==> config.mk <==
export PLATFORM = sky130hd
export DESIGN_NAME = integer_matrix_multiply_unit
export DESIGN_NICKNAME = d
export VERILOG_FILES = /design/src/hdl/imm_pkg.sv /design/src/hdl/imm_ctrl.sv /design/src/hdl/imm_datapath.sv /design/src/hdl/integer_matrix_multiply_unit.sv
export VERILOG_INCLUDE_DIRS = /design/src /design/src/hdl
export SDC_FILE = /design/constraint.sdc
export NUM_CORES = 1
export LEC_CHECK = 0
export BUFFER_PORTS_ARGS = -buffer_cell sky130_fd_sc_hd__buf_2
export CAP_MARGIN = 15
export CORE_UTILIZATION = 33
export CTS_BUF_LIST = sky130_fd_sc_hd__clkbuf_4 sky130_fd_sc_hd__clkbuf_8
export CTS_CLUSTER_SIZE = 40
export DETAILED_ROUTE_END_ITERATION = 10
export PLACE_DENSITY = 0.5
export SLEW_MARGIN = 20
export SYNTH_ARGS = -nofsm -noshare
export SYNTH_HDL_FRONTEND = slang
export SYNTH_SLANG_ARGS = --single-unit
==> constraint.sdc <==
create_clock -name clk -period 9.8 [get_ports clk]
set_clock_uncertainty 0.05 [all_clocks]
set_input_delay 2.45 -clock clk [delete_from_list [all_inputs] [get_ports clk]]
set_output_delay 2.45 -clock clk [all_outputs]
set_load 0.05 [all_outputs]
==> src/hdl/assert_macros.svh <==
// Assertion macros used by the top-level RTL file.
`ifndef ASSERT_MACROS_SVH
`define ASSERT_MACROS_SVH

// Same-cycle implication, disabled during reset.
`define CHK_IMPLY(lbl, ck, rs, ante, cons) \
  lbl: assert property (@(posedge ck) disable iff (rs) (ante) |-> (cons)) \
    else $error("same-cycle check failed");

// Next-cycle implication, disabled during reset.
`define CHK_NEXT(lbl, ck, rs, ante, cons) \
  lbl: assert property (@(posedge ck) disable iff (rs) (ante) |=> (cons)) \
    else $error("next-cycle check failed");

`endif

==> src/hdl/imm_pkg.sv <==
// Shared constants and types for the integer matrix multiply unit.
package imm_pkg;

  localparam int MAX_DIM     = 4;
  localparam int STORE_DEPTH = MAX_DIM * MAX_DIM;
  localparam int ADDR_W      = $clog2(STORE_DEPTH);
  localparam int COUNT_W     = $clog2(STORE_DEPTH + 1);
  localparam int IDX_W       = $clog2(MAX_DIM);
  localparam int NDIM_W      = $clog2(MAX_DIM + 1);
  localparam int DIM_W       = 3;
  localparam int VAL_W       = 16;
  localparam int PROD_W      = 2 * VAL_W;
  localparam int SUM_W       = 34;

  localparam logic [DIM_W-1:0] DIM_RESET = DIM_W'(3);

  typedef enum logic {
    ST_LOAD,
    ST_RUN
  } imm_state_t;

  typedef struct packed {
    logic load;
    logic start;
  } imm_cmd_t;

  typedef struct packed {
    logic load_last;
    logic done;
  } imm_stat_t;

endpackage

==> src/hdl/imm_ctrl.sv <==
// Controller: alternates between loading the operand stores and running the product.
module imm_ctrl
  import imm_pkg::*;
(
  input  logic       clk,
  input  logic       rst,
  input  logic       in_valid,
  output logic       in_ready,
  input  imm_stat_t  stat,
  output imm_cmd_t   cmd,
  output imm_state_t state
);

  imm_state_t state_next;

  always_ff @(posedge clk) begin
    if (rst) begin
      state <= ST_LOAD;
    end else begin
      state <= state_next;
    end
  end

  always_comb begin
    state_next = state;
    case (state)
      ST_LOAD: begin
        if (in_valid && stat.load_last) begin
          state_next = ST_RUN;
        end
      end
      ST_RUN: begin
        if (stat.done) begin
          state_next = ST_LOAD;
        end
      end
      default: state_next = ST_LOAD;
    endcase
  end

  always_comb begin
    in_ready  = 1'b0;
    cmd.load  = 1'b0;
    cmd.start = 1'b0;
    case (state)
      ST_LOAD: begin
        in_ready  = 1'b1;
        cmd.load  = in_valid;
        cmd.start = in_valid && stat.load_last;
      end
      ST_RUN: begin
        in_ready = 1'b0;
      end
      default: in_ready = 1'b0;
    endcase
  end

endmodule

==> src/hdl/imm_datapath.sv <==
// Datapath: operand stores, index sequencer, multiply-accumulate pipeline, result register.
module imm_datapath
  import imm_pkg::*;
(
  input  logic                    clk,
  input  logic                    rst,
  input  logic                    cfg_wr_en,
  input  logic [DIM_W-1:0]        cfg_wr_data,
  input  imm_cmd_t                cmd,
  output imm_stat_t               stat,
  input  logic signed [VAL_W-1:0] a_value,
  input  logic signed [VAL_W-1:0] b_value,
  output logic                    out_valid,
  input  logic                    out_ready,
  output logic signed [SUM_W-1:0] product_value,
  output logic                    last_of_matrix
);

  logic [DIM_W-1:0]   dim;
  logic [NDIM_W-1:0]  n_act;
  logic [IDX_W-1:0]   n_m1;
  logic [COUNT_W-1:0] total;
  logic [COUNT_W-1:0] load_count;

  logic signed [VAL_W-1:0] a_store [STORE_DEPTH];
  logic signed [VAL_W-1:0] b_store [STORE_DEPTH];

  logic             issuing;
  logic [IDX_W-1:0] i_idx, j_idx, k_idx;
  logic [ADDR_W-1:0] a_addr, b_addr;
  logic             last_k, last_j, last_i;
  logic             advance;

  logic                    s1_valid, s1_first, s1_lastk, s1_lastel;
  logic signed [VAL_W-1:0] a_rd, b_rd;
  logic                    s2_valid, s2_first, s2_lastk, s2_lastel;
  logic signed [PROD_W-1:0] s2_prod;
  logic signed [SUM_W-1:0] acc;
  logic signed [SUM_W-1:0] acc_base;
  logic signed [SUM_W-1:0] sum;

  // A zero dimension acts as one, and anything above the maximum is clamped.
  always_comb begin
    if (dim == '0) begin
      n_act = NDIM_W'(1);
    end else if (int'(dim) > MAX_DIM) begin
      n_act = NDIM_W'(MAX_DIM);
    end else begin
      n_act = NDIM_W'(dim);
    end
  end

  assign n_m1  = IDX_W'(n_act - NDIM_W'(1));
  assign total = COUNT_W'(n_act) * COUNT_W'(n_act);

  assign stat.load_last = (load_count == total - COUNT_W'(1));
  assign stat.done      = out_valid && out_ready && last_of_matrix;

  always_ff @(posedge clk) begin
    if (rst) begin
      dim        <= DIM_RESET;
      load_count <= '0;
    end else if (cfg_wr_en) begin
      dim        <= cfg_wr_data;
      load_count <= '0;
    end else if (cmd.start) begin
      load_count <= '0;
    end else if (cmd.load) begin
      load_count <= load_count + COUNT_W'(1);
    end
  end

  // The whole pipeline holds while a finished result waits to be taken.
  assign advance = !out_valid || out_ready;

  assign a_addr = ADDR_W'(ADDR_W'(i_idx) * ADDR_W'(n_act) + ADDR_W'(k_idx));
  assign b_addr = ADDR_W'(ADDR_W'(k_idx) * ADDR_W'(n_act) + ADDR_W'(j_idx));

  always_ff @(posedge clk) begin
    if (cmd.load) begin
      a_store[load_count[ADDR_W-1:0]] <= a_value;
      b_store[load_count[ADDR_W-1:0]] <= b_value;
    end
    if (advance) begin
      a_rd <= a_store[a_addr];
      b_rd <= b_store[b_addr];
    end
  end

  assign last_k = (k_idx == n_m1);
  assign last_j = (j_idx == n_m1);
  assign last_i = (i_idx == n_m1);

  always_ff @(posedge clk) begin
    if (rst) begin
      issuing <= 1'b0;
      i_idx   <= '0;
      j_idx   <= '0;
      k_idx   <= '0;
    end else if (cmd.start) begin
      issuing <= 1'b1;
      i_idx   <= '0;
      j_idx   <= '0;
      k_idx   <= '0;
    end else if (issuing && advance) begin
      if (last_k) begin
        k_idx <= '0;
        if (last_j) begin
          j_idx <= '0;
          if (last_i) begin
            issuing <= 1'b0;
          end else begin
            i_idx <= i_idx + IDX_W'(1);
          end
        end else begin
          j_idx <= j_idx + IDX_W'(1);
        end
      end else begin
        k_idx <= k_idx + IDX_W'(1);
      end
    end
  end

  always_ff @(posedge clk) begin
    if (rst) begin
      s1_valid <= 1'b0;
      s2_valid <= 1'b0;
    end else if (advance) begin
      s1_valid <= issuing;
      s2_valid <= s1_valid;
    end
  end

  always_ff @(posedge clk) begin
    if (advance) begin
      s1_first  <= (k_idx == '0);
      s1_lastk  <= last_k;
      s1_lastel <= last_k && last_j && last_i;
      s2_first  <= s1_first;
      s2_lastk  <= s1_lastk;
      s2_lastel <= s1_lastel;
      s2_prod   <= a_rd * b_rd;
    end
  end

  // Each element's sum restarts from zero on its first term.
  assign acc_base = s2_first ? '0 : acc;
  assign sum      = acc_base + SUM_W'(s2_prod);

  always_ff @(posedge clk) begin
    if (advance && s2_valid) begin
      acc <= sum;
      if (s2_lastk) begin
        product_value  <= sum;
        last_of_matrix <= s2_lastel;
      end
    end
  end

  always_ff @(posedge clk) begin
    if (rst) begin
      out_valid <= 1'b0;
    end else if (advance) begin
      out_valid <= s2_valid && s2_lastk;
    end
  end

endmodule

==> src/hdl/integer_matrix_multiply_unit.sv <==
// Integer matrix multiply unit: loads A and B, then streams C = A x B in row-major order.
// A load takes one request per cycle, N*N requests in all, where N is dim_in_use
// (zero acts as one, values above the maximum dimension are clamped). The request
// that completes the load starts the product, and no further request is taken until
// the last element of C has been delivered. One multiply-accumulate unit computes the
// product, one term per cycle while the output is not stalled, through a pipeline of
// store read, multiply and accumulate; a stalled output holds the whole pipeline.
// Writing dim_in_use discards a partial load.
`include "assert_macros.svh"

module integer_matrix_multiply_unit
  import imm_pkg::*;
(
  input  logic                    clk,
  input  logic                    rst,
  input  logic                    cfg_wr_en,
  input  logic [DIM_W-1:0]        cfg_wr_data,
  input  logic                    in_valid,
  output logic                    in_ready,
  input  logic signed [VAL_W-1:0] a_value,
  input  logic signed [VAL_W-1:0] b_value,
  output logic                    out_valid,
  input  logic                    out_ready,
  output logic signed [SUM_W-1:0] product_value,
  output logic                    last_of_matrix
);

  imm_cmd_t   cmd;
  imm_stat_t  stat;
  imm_state_t state;

  imm_ctrl u_ctrl (
    .clk      (clk),
    .rst      (rst),
    .in_valid (in_valid),
    .in_ready (in_ready),
    .stat     (stat),
    .cmd      (cmd),
    .state    (state)
  );

  imm_datapath u_datapath (
    .clk            (clk),
    .rst            (rst),
    .cfg_wr_en      (cfg_wr_en),
    .cfg_wr_data    (cfg_wr_data),
    .cmd            (cmd),
    .stat           (stat),
    .a_value        (a_value),
    .b_value        (b_value),
    .out_valid      (out_valid),
    .out_ready      (out_ready),
    .product_value  (product_value),
    .last_of_matrix (last_of_matrix)
  );

  // Loading and result delivery never overlap.
  `CHK_IMPLY(a_no_overlap, clk, rst, out_valid, !in_ready)
  // The request that completes a load puts the unit into its run phase.
  `CHK_NEXT(a_start_runs, clk, rst, cmd.start, (state == ST_RUN) && !in_ready)
  // Delivering the final element of C reopens the input.
  `CHK_NEXT(a_done_reload, clk, rst, out_valid && out_ready && last_of_matrix,
            in_ready && !out_valid)

endmodule
After elaboration in Yosys (flattened, before gate mapping)
Memory sizes are Yosys's and may differ from the RTL's. A register that Yosys moved wholly into a read port is not among the register bits. Cells that the tools add are included.

Add/subtract/negate cells: 9. Multiply operators: 4. Divide/modulo/power cells: 0. Order comparisons: 1. Equal/unequal tests: 4. Shift operators: 0. Muxes and demuxes: 17. Bitwise operators: 2. Reductions and logical operators: 22.

Operators by type and width (number): $add A34 B32 Y34 (1); $mux W34 (1); $mul A16 B16 Y32 (1); $mux W1 (9); $add A4 B2 Y4 (2); $logic_and A1 B1 Y1 (8); $mul A2 B3 Y4 (2); $reduce_and A4 Y1 (2); $reduce_bool A2 Y1 (4); $add A2 B1 Y2 const B (3); $eq A2 B2 Y1 (3); $mux W2 (3); $mux W3 (2); $add A5 B1 Y5 const B (1); $eq A5 B5 Y1 (1); $mul A3 B3 Y5 (1); $sub A5 B1 Y5 const B (1); $pmux W1 S2 (2); $reduce_and A2 Y1 (2); $gt A3 B3 Y1 const B (1); $logic_not A3 Y1 (1); $reduce_or A3 Y1 (1); $logic_not A2 Y1 (1); $not A1 Y1 (2); 4 further kinds (4).

Bits in registers: 126. Bits in latches: 0. Memory bits (writable): 512. Bits in read-only memories: 0. Bits of input ports: 40. Output and inout port bits: 37. Logic and storage cells: 81. Memories kept: 2.

Memory list: u_datapath.a_store (depth 16, width 16, read ports 1, clocked after memory_dff 1, write ports 1, line imm_datapath.sv:25) `logic signed [VAL_W-1:0] a_store [STORE_DEPTH];`; u_datapath.b_store (depth 16, width 16, read ports 1, clocked after memory_dff 1, write ports 1, line imm_datapath.sv:26) `logic signed [VAL_W-1:0] b_store [STORE_DEPTH];`.

Longest topological paths before layout
Gate-level depths: netlist (run 1).

Word-level depth: 10. Mapped depth: 24.

By module
From an unflattened synthesis (run 1), not the netlist that was laid out.

Cells, all modules: 2367. Area, all modules: 36406.2 um2.

By module, submodules not included: imm_datapath (times used 1, cells each 2361, area an instance 36346.1 um2); imm_ctrl (times used 1, cells each 6, area an instance 60.1 um2).

Worst setup path before layout (run 1)
Ideal clock, no wire load.

Kind: input port to flip-flop. Start point: input port out_ready. End point: register u_datapath.last_of_matrix (enable). Setup time: 0.390 ns. Data arrival time: 6.593 ns. Data required time: 9.360 ns. Setup slack: 2.768 ns. Stages: 5. Path through: nand2b_1 -> clkbuf_1 -> and2_1 -> nand2_1 -> inv_1.

Cells in the longest elaborated chain, start to end: 3.

Ends and longest elaborated chain: from (decl) (line integer_matrix_multiply_unit.sv:23) `input logic out_ready,`; $logic_or A1 B1 Y1 (line imm_datapath.sv:74) `assign advance = !out_valid || out_ready;`; $logic_and A1 B1 Y1 (line imm_datapath.sv:151) `if (advance && s2_valid) begin`; $reduce_and A2 Y1 (no source line); to (signal assigned) (line imm_datapath.sv:155) `last_of_matrix <= s2_lastel;`; to (decl) (line imm_datapath.sv:16) `output logic last_of_matrix`.

No other way between the ends. A chain may end at the register's enable or synchronous reset.

Worst setup path in the final report (run 1)
Start point: register u_datapath.b_rd[7] (read register of u_datapath.b_store). End point: register u_datapath.s2_prod[25] (data pin).

Cells in the longest elaborated chain, start to end: 1.

Ends and longest elaborated chain: from (decl) (line imm_datapath.sv:35) `logic signed [VAL_W-1:0] a_rd, b_rd;`; $mul A16 B16 Y32 (line imm_datapath.sv:142) `s2_prod <= a_rd * b_rd;`; to (signal assigned) (line imm_datapath.sv:142); to (decl) (line imm_datapath.sv:37) `logic signed [PROD_W-1:0] s2_prod;`.

No other way between the ends.

==> flow_summary.toml, run 1 <==
[sta]
finalWorstPathRequiredPeriod_ps = 6650
worstMarginPinSlew_ps = 1070
rsz0062_at_grt = "no"
timing.setup.tns_ps = 0
final_max_slew_viol_count = 0
fmax_mhz = 150
max-slew-margin-rel_pct = 29.0
fin_crit_sh_pct = 67.8
layout_setup_ws_ps = 3150
setup_viol = 0
hold_viol_final = 0

[floorplanning]
design.core.area_um2 = 109000
rows = 121
fp.dieW_um = 334
initial_utilization_pct = 33.3
die_area_um2 = 111000
chipHeight_um = 334
number_of_top_level_design_ports = 77

[synthesis]
synth_area_um2 = 36300
synthArstFlopShare_pct = 0
yosysWarningCount = 0
synthesis.nets = 2798
seq_area_frac_synth_pct = 54.9
gate_count_post_synth = 2360
yosys.cell_types.count = 60
synth_flop_cell = "edfxtp_1"
synth-edff-count = 651
ys_ff_latch = 670
syn_area_per_cell_um2 = 15.4

[placement]
gp_congestion = 0.816
place_ws_ps = 3160
place_inst = 3800
estimated_wirelength_of_the_detail_placed_design_um = 51200
port_buffers = 76
detailed_place.area_um2 = 38400

[setup_path]
worst_ep_required_time_ps = 10240
worst_r2r_dst = "u_datapath.s2_prod[25]"
crit_path_max_incr_delay_ps = 750
crit_path_start = "u_datapath.b_rd[7]"
cpMaxStageDelayCell = "edfxtp_1"
arrival_ps = 7090
minimum_setup_slack_among_reg_to_reg_paths_ps = 3150
crit_path_frequent_cell = "fa_1"
reg2reg_depth = 22
critPathCaptureType = "flip-flop"
critical_path.max_fanout = 16
crit_path_cell_trace = "nand2_1 > fa_1 > inv_1 > fa_1 > inv_1 > fa_1 > inv_1 > fa_1 > fa_1 > inv_1 > fa_1 > inv_1 > ha_1 > o21a_1 > o2111ai_1 > and3b_1 > a311o_1 > o311a_1 > a21oi_1 > o21a_1 > nor2_1 > xnor2_1"
reg2reg_from = "u_datapath.b_rd[7]"
sort_of_element_at_the_start_of_the_critical_path = "flip-flop"
criticalPathCategory = "flip-flop to flip-flop"

[grt]
grt_pass1_vias = 21000
globalRouteOverflowTotal = 0
grt_max_degree = 65
antenna_found_initial = 11
first_pass_grt_wire_length_um = 126000
grt_usage_pct = 14.8

[detailed_routing]
routed_via_density = 4.75
drtAntennaViolNets = 0
dr_total_vias = 19000
detailedRoute.firstIterationViolations = 1150
drtPass1Iterations = 5
postRouteWirelength_um = 81100
detail_route.wl_per_cell_um = 20.3
drc = 0

[clock_tree]
post_cts_buffers = 0
cts_inserted_buffers = 111
numClockSinks = 670
cts_resized = 0
cts-htree-levels = 3
clk_transition_reported_paths_ps = 60
clock_tree.root_cell = "clkbuf_8"
cts_tree = "done"
clock_insertion_delay_worst_skew_ps = 750
ctsHoldBuffers = 0
number_of_buffers_between_clock_root_and_the_deepest_sink = 3

[run_status]
outcome = "complete, no violations"

[hold_path]
hold_path.startpoint = "u_datapath.s2_lastel"
min_path_type = "flip-flop to flip-flop"
hold_depth = 0
hold_path_end = "u_datapath.last_of_matrix"

[finish]
finish.net_count = 2937
area_growth_pct = 11.6
layout-drive-gt1-share_pct = 18.0
post-route-cell-area_um2 = 40600
final_cell_count_no_fill = 3994

[job]
drv_cap = 0
-- worst max-delay path, delay by kind of cell, from the launching register on --
kind | cells | cell delay, ps
AOI/OAI and AO/OA | 6 | 1440
xor gates and xnor gates | 1 | 110
DFF | 1 | 750
adders and majority gates | 7 | 3350
and+or+nand+nor | 3 | 420
buffers and inverters | 5 | 250
-- worst max-delay path by stage --
stage,endpoint,slack [ps]
after floorplan,u_datapath.last_of_matrix,2770
after global placement,u_datapath.s2_prod[30],3240
after detailed placement,u_datapath.s2_prod[30],3160
after CTS,u_datapath.s2_prod[30],3200
after global routing,u_datapath.s2_prod[31],2780
final,u_datapath.s2_prod[25],3150
-- synthesized netlist by cell type, drive strengths merged (2+ instances only) --
library cell / count / area share, %
edfxtp: 651 / 54
inv: 324 / 3.3
fa: 267 / 15
mux4: 160 / 9.9
nand2: 153 / 1.6
and2: 148 / 2.5
ha: 131 / 4.5
a21oi: 65 / 0.93
xnor2: 63 / 1.5
clkbuf: 56 / 0.58
nor2: 54 / 0.56
nor2b: 46 / 0.79
o21ai: 41 / 0.56
buf: 21 / 0.25
nor3: 20 / 0.29
xor2: 20 / 0.48
dfxtp: 19 / 1.0
nand2b: 17 / 0.29
a21o: 15 / 0.31
nand3: 9 / 0.12
a31oi: 8 / 0.14
o21a: 8 / 0.17
o21bai: 8 / 0.17
a211oi: 6 / 0.12
nand4: 5 / 0.086
nor3b: 4 / 0.083
o211ai: 4 / 0.096
a221oi: 3 / 0.11
and3: 3 / 0.052
mux2i: 3 / 0.083
o2111ai: 3 / 0.072
a2111oi: 2 / 0.048
a32oi: 2 / 0.048
nor4: 2 / 0.034
o311ai: 2 / 0.069
o31a: 2 / 0.048
or2: 2 / 0.034
-- layout make-up --
class	count	area [µm²]
Tap cell	1414	1770
Multi-Input combinational cell	1289	15000
Clock buffer	148	1830
Sequential cell	670	19900
Timing Repair Buffer	103	583
Clock inverter	44	267
Antenna cell	2	5.00
Fill cell	10200	68500
Inverter	324	1220
-- logic make-up (layout without fill, tap and decap cells) --
group | count (synthesis) | count (layout) | share of synthesized area [%]
adders and majority gates | 398 | 398 | 19.2
muxes | 163 | 163 | 10.0
DFF | 670 | 670 | 54.9
AOI/OAI and AO/OA | 176 | 176 | 3.10
and+or+nand+nor | 469 | 469 | 6.62
other | 0 | 2 | 0
buffers and inverters | 401 | 619 | 4.18
xor gates and xnor gates | 83 | 83 | 2.00
-- sequential cells by signal, indices dropped and copies added (netlist names), 2 cells and up --
name,count
u_datapath.b_store,256
u_datapath.a_rd,16
u_datapath.b_rd,16
u_datapath.j_idx,2
u_datapath.load_count,5
u_datapath.k_idx,2
u_datapath.a_store,256
u_datapath.i_idx,2
u_datapath.acc,34
u_datapath.dim,3
u_datapath.s2_prod,32
u_datapath.product_value,34
-- layout by cell type, fill, tap and decap left out, types with 4 or more instances in the layout --
cell type	instances
clkinv_2	8
a21oi_1	62
a21o_1	15
a211oi_1	6
xnor2_1	61
o21a_1	8
dfxtp_1	19
nand2b_1	16
inv_1	324
clkinv_1	28
nor3b_1	4
edfxtp_1	651
nor2b_1	46
nand3_1	9
nor2_1	53
xor2_1	20
and2_1	131
clkbuf_4	33
a31oi_1	8
mux4_2	160
o21ai_0	38
nand4_1	5
nand2_1	153
nor3_1	19
ha_1	127
buf_2	76
fa_1	266
clkbuf_8	115
and2_2	17
buf_4	27
o21bai_1	8
-- metrics by stage --
step,util (%),hold WS [ps]
2_1_floorplan,-,350
3_3_place_gp,35.3,352
3_5_place_dp,35.3,357
4_1_cts,37.2,371
5_1_grt,37.2,383
6_report,37.2,370
-- layer usage --
metal	part of all wire (%)	GRT usage, %	vias up
met5	0.099	0	-
met4	1.8	3.61	12
met3	4.3	2.70	128
met2	49	25.0	352
met1	45	19.7	9842
li1	-	-	8633
Power of run 1 is left out: the tool's default activity adds up to more than one toggle a clock period on the data nets, which glitch-free logic cannot reach.
==> run 2: changes to the inputs <==
--- a/config.mk
+++ b/config.mk
@@ -6,13 +6,14 @@
 export SDC_FILE = /design/constraint.sdc
 export NUM_CORES = 1
 export LEC_CHECK = 0
+export ABC_AREA = 1
 export BUFFER_PORTS_ARGS = -buffer_cell sky130_fd_sc_hd__buf_2
 export CAP_MARGIN = 15
 export CORE_UTILIZATION = 33
 export CTS_BUF_LIST = sky130_fd_sc_hd__clkbuf_4 sky130_fd_sc_hd__clkbuf_8
 export CTS_CLUSTER_SIZE = 40
 export DETAILED_ROUTE_END_ITERATION = 10
-export PLACE_DENSITY = 0.5
+export PLACE_DENSITY = 0.52
 export SLEW_MARGIN = 20
 export SYNTH_ARGS = -nofsm -noshare
 export SYNTH_HDL_FRONTEND = slang
==> constraint.sdc (replaced) <==
create_clock -name clk -period 6.1 [get_ports clk]
set_clock_uncertainty 0.05 [all_clocks]
set_input_delay 1.525 -clock clk [delete_from_list [all_inputs] [get_ports clk]]
set_output_delay 1.525 -clock clk [all_outputs]
set_load 0.05 [all_outputs]
==> flow_summary.toml, run 2 <==
[placement]
estimated_wirelength_of_the_detail_placed_design_um = 65600
port_buffers = 76
place_inst = 5237
gp_congestion = 0.938
place_ws_ps = 75.3

[clock_tree]
clk_transition_reported_paths_ps = 70
cts_inserted_buffers = 113
clock_insertion_delay_worst_skew_ps = 790
number_of_buffers_between_clock_root_and_the_deepest_sink = 3
numClockSinks = 670
clock_tree.root_cell = "clkbuf_8"
ctsHoldBuffers = 0
cts-htree-levels = 3
cts_tree = "done"

[synthesis]
synth.top_cells.by_area = "edfxtp_1 50%, fa_1 14%, inv_1 6.0%, nand2_1 5.8%, nor2_1 4.8%"
synthArstFlopShare_pct = 0
gate_count_post_synth = 3723
yosys_top_cell_area_share_pct = 50.0
syn_area_per_cell_um2 = 10.5
yosys.cell_types.count = 43
synthesis.nets = 4161
synth-edff-count = 651
ys_ff_latch = 670
yosysWarningCount = 0
synth_top_cells_by_count = "651 x edfxtp_1, 623 x inv_1, 602 x nand2_1, 498 x nor2_1, 268 x o21ai_0"
yosys.cell_count.top_type = "edfxtp_1"
most_area_hungry_cell_type_in_the_yosys_netlist = "edfxtp_1"
synth_area_um2 = 39100
seq_area_frac_synth_pct = 51.0
synth_flop_cell = "edfxtp_1"

[sta]
fin_crit_sh_pct = 96.0
holdWs_ps = 362
final_max_slew_viol_count = 0
max-slew-margin-rel_pct = 22.2
timing.setup.tns_ps = 0
layout_setup_ws_ps = 246
hold_viol_final = 0
fmax_mhz = 171
rsz0062_at_grt = "no"
worstMarginPinSlew_ps = 1160
setup_viol = 0
finalWorstPathRequiredPeriod_ps = 5850

[setup_path]
timing.critical_path.to = "u_datapath.s2_prod[23]"
critical_path.top_delay_family = "adder cells"
cpMaxStageDelayCell = "fa_2"
crit_path_cell_trace = "buf_4 > nand2_1 > inv_1 > fa_2 > fa_1 > inv_1 > fa_1 > inv_1 > fa_1 > fa_1 > inv_1 > fa_1 > inv_1 > ha_1 > nand2_1 > nor2_1 > inv_1 > nor2_1 > nand4_1 > nand3_1 > xor2_1"
reg2reg_from = "u_datapath.a_rd[15]"
crit_path_start = "u_datapath.a_rd[15]"
worst_r2r_dst = "u_datapath.s2_prod[23]"
reg2reg_depth = 21
crit_path_max_incr_delay_ps = 570
sort_of_element_at_the_start_of_the_critical_path = "flip-flop"
worst_ep_required_time_ps = 6580
criticalPathCategory = "flip-flop to flip-flop"
arrival_ps = 6330
critical_path.n_buffers_inverters = 7
critical_path.max_fanout = 5
minimum_setup_slack_among_reg_to_reg_paths_ps = 250
critPathCaptureType = "flip-flop"
crit_path_frequent_cell = "inv_1"
cp.depth = 21

[grt]
globalRouteOverflowTotal = 0
grt_max_degree = 79
grt_usage_pct = 16.3
grt_pass1_vias = 25800
first_pass_grt_wire_length_um = 152000
antenna_found_initial = 8

[finish]
final_cell_mix = "651 x edfxtp_1, 622 x inv_1, 602 x nand2_1"
layout.cells.most_common = "edfxtp_1"
layout-drive-gt1-share_pct = 11.2
final_cell_count_no_fill = 5461
finish.net_count = 4286
area_growth_pct = 12.7

[detailed_routing]
dr_total_vias = 25800
routed_via_density = 4.72
drtPass1Iterations = 6
drc = 0
drtAntennaViolNets = 0
postRouteWirelength_um = 97800
detail_route.wl_per_cell_um = 17.9
detailedRoute.firstIterationViolations = 1412

[floorplanning]
chipHeight_um = 346
fp.dieW_um = 346
initial_utilization_pct = 33.4
number_of_top_level_design_ports = 77
design.core.area_um2 = 117000
die_area_um2 = 120000
rows = 125

[job]
drv_cap = 0

[hold_path]
min_path_type = "flip-flop to flip-flop"
hold_path.startpoint = "u_datapath.s2_lastel"

[run_status]
outcome = "complete, no violations"
==> run 2: per-layer routing <==
layer | GRT usage (%) | vias up | share of wire [%]
li1 | - | 12500 | -
met1 | 21.5 | 12600 | 45
met2 | 27.6 | 530 | 48
met3 | 2.38 | 193 | 3.9
met4 | 5.05 | 8 | 2.7
met5 | 0 | - | 0.048
==> run 2: cells by family (layout without fill, tap and decap cells) <==
family          count (synthesis)  in the layout  synth area share, %
buf+inv                       788           1001                 7.89
compound gates                522            522                 7.96
fa+ha+maj                     398            398                 17.9
mux                            39             39                0.999
simple gates                 1251           1251                 12.8
xor+xnor                       55             55                 1.43
flops                         670            670                 51.0
other cells                     0              1                    0
==> run 2: cell type report <==
class                   instances  area [µm²]
multi-input cells            2265       16300
repair buffers                169        1220
inverters                     629        2370
clock buffers                 151        1840
fillers                     11500       72800
well taps                    1524        1910
diodes                          1        2.50
clock inverters                52         489
flip-flops and latches        670       19900
==> run 2: timing repair <==
action	CTS	global route
endpoints found under the setup margin	0	10
setup buffers	0	19
resized for setup	0	7
==> run 2: worst min-delay path by stage <==
stage               slack, ps  cells past startpoint                   endpoint
floorplan                 350                      0  u_datapath.last_of_matrix
global placement          360                      0        u_datapath.s2_lastk
detailed placement        360                      0        u_datapath.s2_lastk
CTS                       360                      0  u_datapath.last_of_matrix
global route              370                      0  u_datapath.last_of_matrix
finish                    360                      0  u_datapath.last_of_matrix
==> run 2: stage by stage <==
step                instance area [µm²]  utilization [%]
CTS                               43700             37.4
finish                            44000             37.7
global route                      44000             37.7
global placement                  41400             35.4
detailed placement                41400             35.4
floorplan                         39100                -
Power of run 2 is left out for the same reason.
==> run 3: changes to the inputs <==
--- a/config.mk
+++ b/config.mk
@@ -14,6 +14,7 @@
 export CTS_CLUSTER_SIZE = 40
 export DETAILED_ROUTE_END_ITERATION = 10
 export PLACE_DENSITY = 0.52
+export SETUP_SLACK_MARGIN = 0.5
 export SLEW_MARGIN = 20
 export SYNTH_ARGS = -nofsm -noshare
 export SYNTH_HDL_FRONTEND = slang
==> flow_summary.toml, run 3 (same netlist as run 2, synthesis figures left out) <==
[finish]
n_fill_cell = 11400
layout-drive-gt1-share_pct = 15.5
fin_util_pct = 38.7
final_cell_mix = "651 x edfxtp_1, 611 x inv_1, 573 x nand2_1"
final_cell_count_no_fill = 5524
post-route-cell-area_um2 = 45200
area_growth_pct = 15.6
layout.cells.most_common = "edfxtp_1"
finish.net_count = 4340

[clock_tree]
cts_inserted_buffers = 112
cts-htree-levels = 3
clock_insertion_delay_worst_skew_ps = 810
numClockSinks = 670
clk_transition_reported_paths_ps = 70
clock_tree.root_cell = "clkbuf_8"
cts_tree = "done"
number_of_buffers_between_clock_root_and_the_deepest_sink = 3

[sta]
fmax_mhz = 181
setup_viol = 0
fin_crit_sh_pct = 90.5
max-slew-margin-rel_pct = 31.6
hold_viol_final = 0
rsz0062_at_grt = "yes"
worstMarginPinSlew_ps = 1030
finalWorstPathRequiredPeriod_ps = 5520
final_max_slew_viol_count = 0

[setup_path]
worst_r2r_dst = "u_datapath.s2_prod[30]"
reg2reg_from = "u_datapath.a_rd[15]"
sort_of_element_at_the_start_of_the_critical_path = "flip-flop"
arrival_ps = 6000
reg2reg_depth = 22
minimum_setup_slack_among_reg_to_reg_paths_ps = 580
criticalPathCategory = "flip-flop to flip-flop"
critical_path.max_fanout = 7
critPathCaptureType = "flip-flop"
worst_ep_required_time_ps = 6570

[detailed_routing]
drtAntennaViolNets = 0
detailedRoute.firstIterationViolations = 1492
dr_total_vias = 26100
drc = 0
detail_route.wl_per_cell_um = 17.9
postRouteWirelength_um = 98600
drtPass1Iterations = 5
routed_via_density = 4.73

[job]
drv_cap = 0

[grt]
grt_max_degree = 82
grt_usage_pct = 16.5
antenna_found_initial = 7
grt_pass1_vias = 26600
globalRouteOverflowTotal = 0
first_pass_grt_wire_length_um = 154000

[floorplanning]
number_of_top_level_design_ports = 77
die_area_um2 = 120000
fp.dieW_um = 346
rows = 125
initial_utilization_pct = 33.4
design.core.area_um2 = 117000
chipHeight_um = 346

[placement]
gp_congestion = 0.920
detailed_place.area_um2 = 41500
estimated_wirelength_of_the_detail_placed_design_um = 65700
place_inst = 5241
port_buffers = 76

[hold_path]
min_path_type = "flip-flop to flip-flop"
hold_path.startpoint = "u_datapath.s1_lastel"
hold_path_end = "u_datapath.s2_lastel"
hold_depth = 0

[run_status]
outcome = "complete, no violations"
-- run 3: cell count changes in the layout (fill, tap and decap cells not counted), sizes merged --
cell      change
buf          +56
bufinv        -3
clkbuf        -2
clkinv       +11
clkinvlp      +1
diode         +1
inv           -1
-- run 3: layer usage --
metal | track usage, % | vias to the layer above | share of wire, %
met5 | 0 | - | 0.061
met4 | 5.07 | 10 | 2.5
met3 | 2.30 | 178 | 4.0
met2 | 28.4 | 572 | 49
met1 | 21.4 | 12800 | 45
li1 | - | 12600 | -
-- run 3: final cells by class --
type                       instances  area (µm²)  share of cell area, %
timing repair buffer             224        1820                   4.04
multi-input combinational       2265       16900                   37.4
antenna                            2        5.00                 0.0111
clock buffer                     150        1830                   4.04
tap                             1524        1910                   4.22
inverter                         629        2370                   5.25
sequential                       670       19900                   44.1
clock inverter                    60         420                  0.931
-- run 3: critical path, stage by stage, from the launching register on --
cell and delay (ps):
edfxtp_1 390, buf_6 160, buf_6 110, nand2_1 50, inv_1 60, fa_2 610, fa_2 500, buf_12 160
fa_2 470, buf_6 130, fa_1 460, inv_1 50, fa_1 480, inv_1 50, fa_1 530, ha_4 340
nand2_4 70, nor2_4 100, nand2_2 60, nor3_2 170, nand2_1 90, nand3_1 80, nand2_1 60
-- run 3: per-stage QoR --
| step | setup WS [ps] | setup TNS [ps] | hold slack [ps] |
|---|---|---|---|
| 3_5_place_dp | -21.9 | -21.9 | 357 |
| 4_1_cts | 503 | 0 | 372 |
| 5_1_grt | 390 | 0 | 381 |
| 3_3_place_gp | 8.56 | 0 | 355 |
| 6_report | 577 | 0 | 369 |
| 2_1_floorplan | 530 | 0 | 350 |
-- run 3: worst max path at each step --
stage	depth (start not counted)	slack (ps)	endpoint	start
3_3_place_gp	21	9	u_datapath.s2_prod[23]	u_datapath.a_rd[15]
5_1_grt	20	390	u_datapath.s2_prod[28]	u_datapath.b_rd[15]
4_1_cts	20	500	u_datapath.s2_prod[26]	u_datapath.a_rd[4]
3_5_place_dp	21	-20	u_datapath.s2_prod[23]	u_datapath.a_rd[15]
6_report	22	580	u_datapath.s2_prod[30]	u_datapath.a_rd[15]
2_1_floorplan	24	530	u_datapath.s2_prod[31]	u_datapath.b_rd[5]
-- run 3: repair_timing --
item / 4_1_cts / 5_1_grt
gates resized for setup: 31 / 158
pin swaps: 2 / 50
setup endpoints to repair: 20 / 21
hold buffers: 0 / 0
buffers inserted: 38 / 32
Power of run 3 is left out for the same reason.
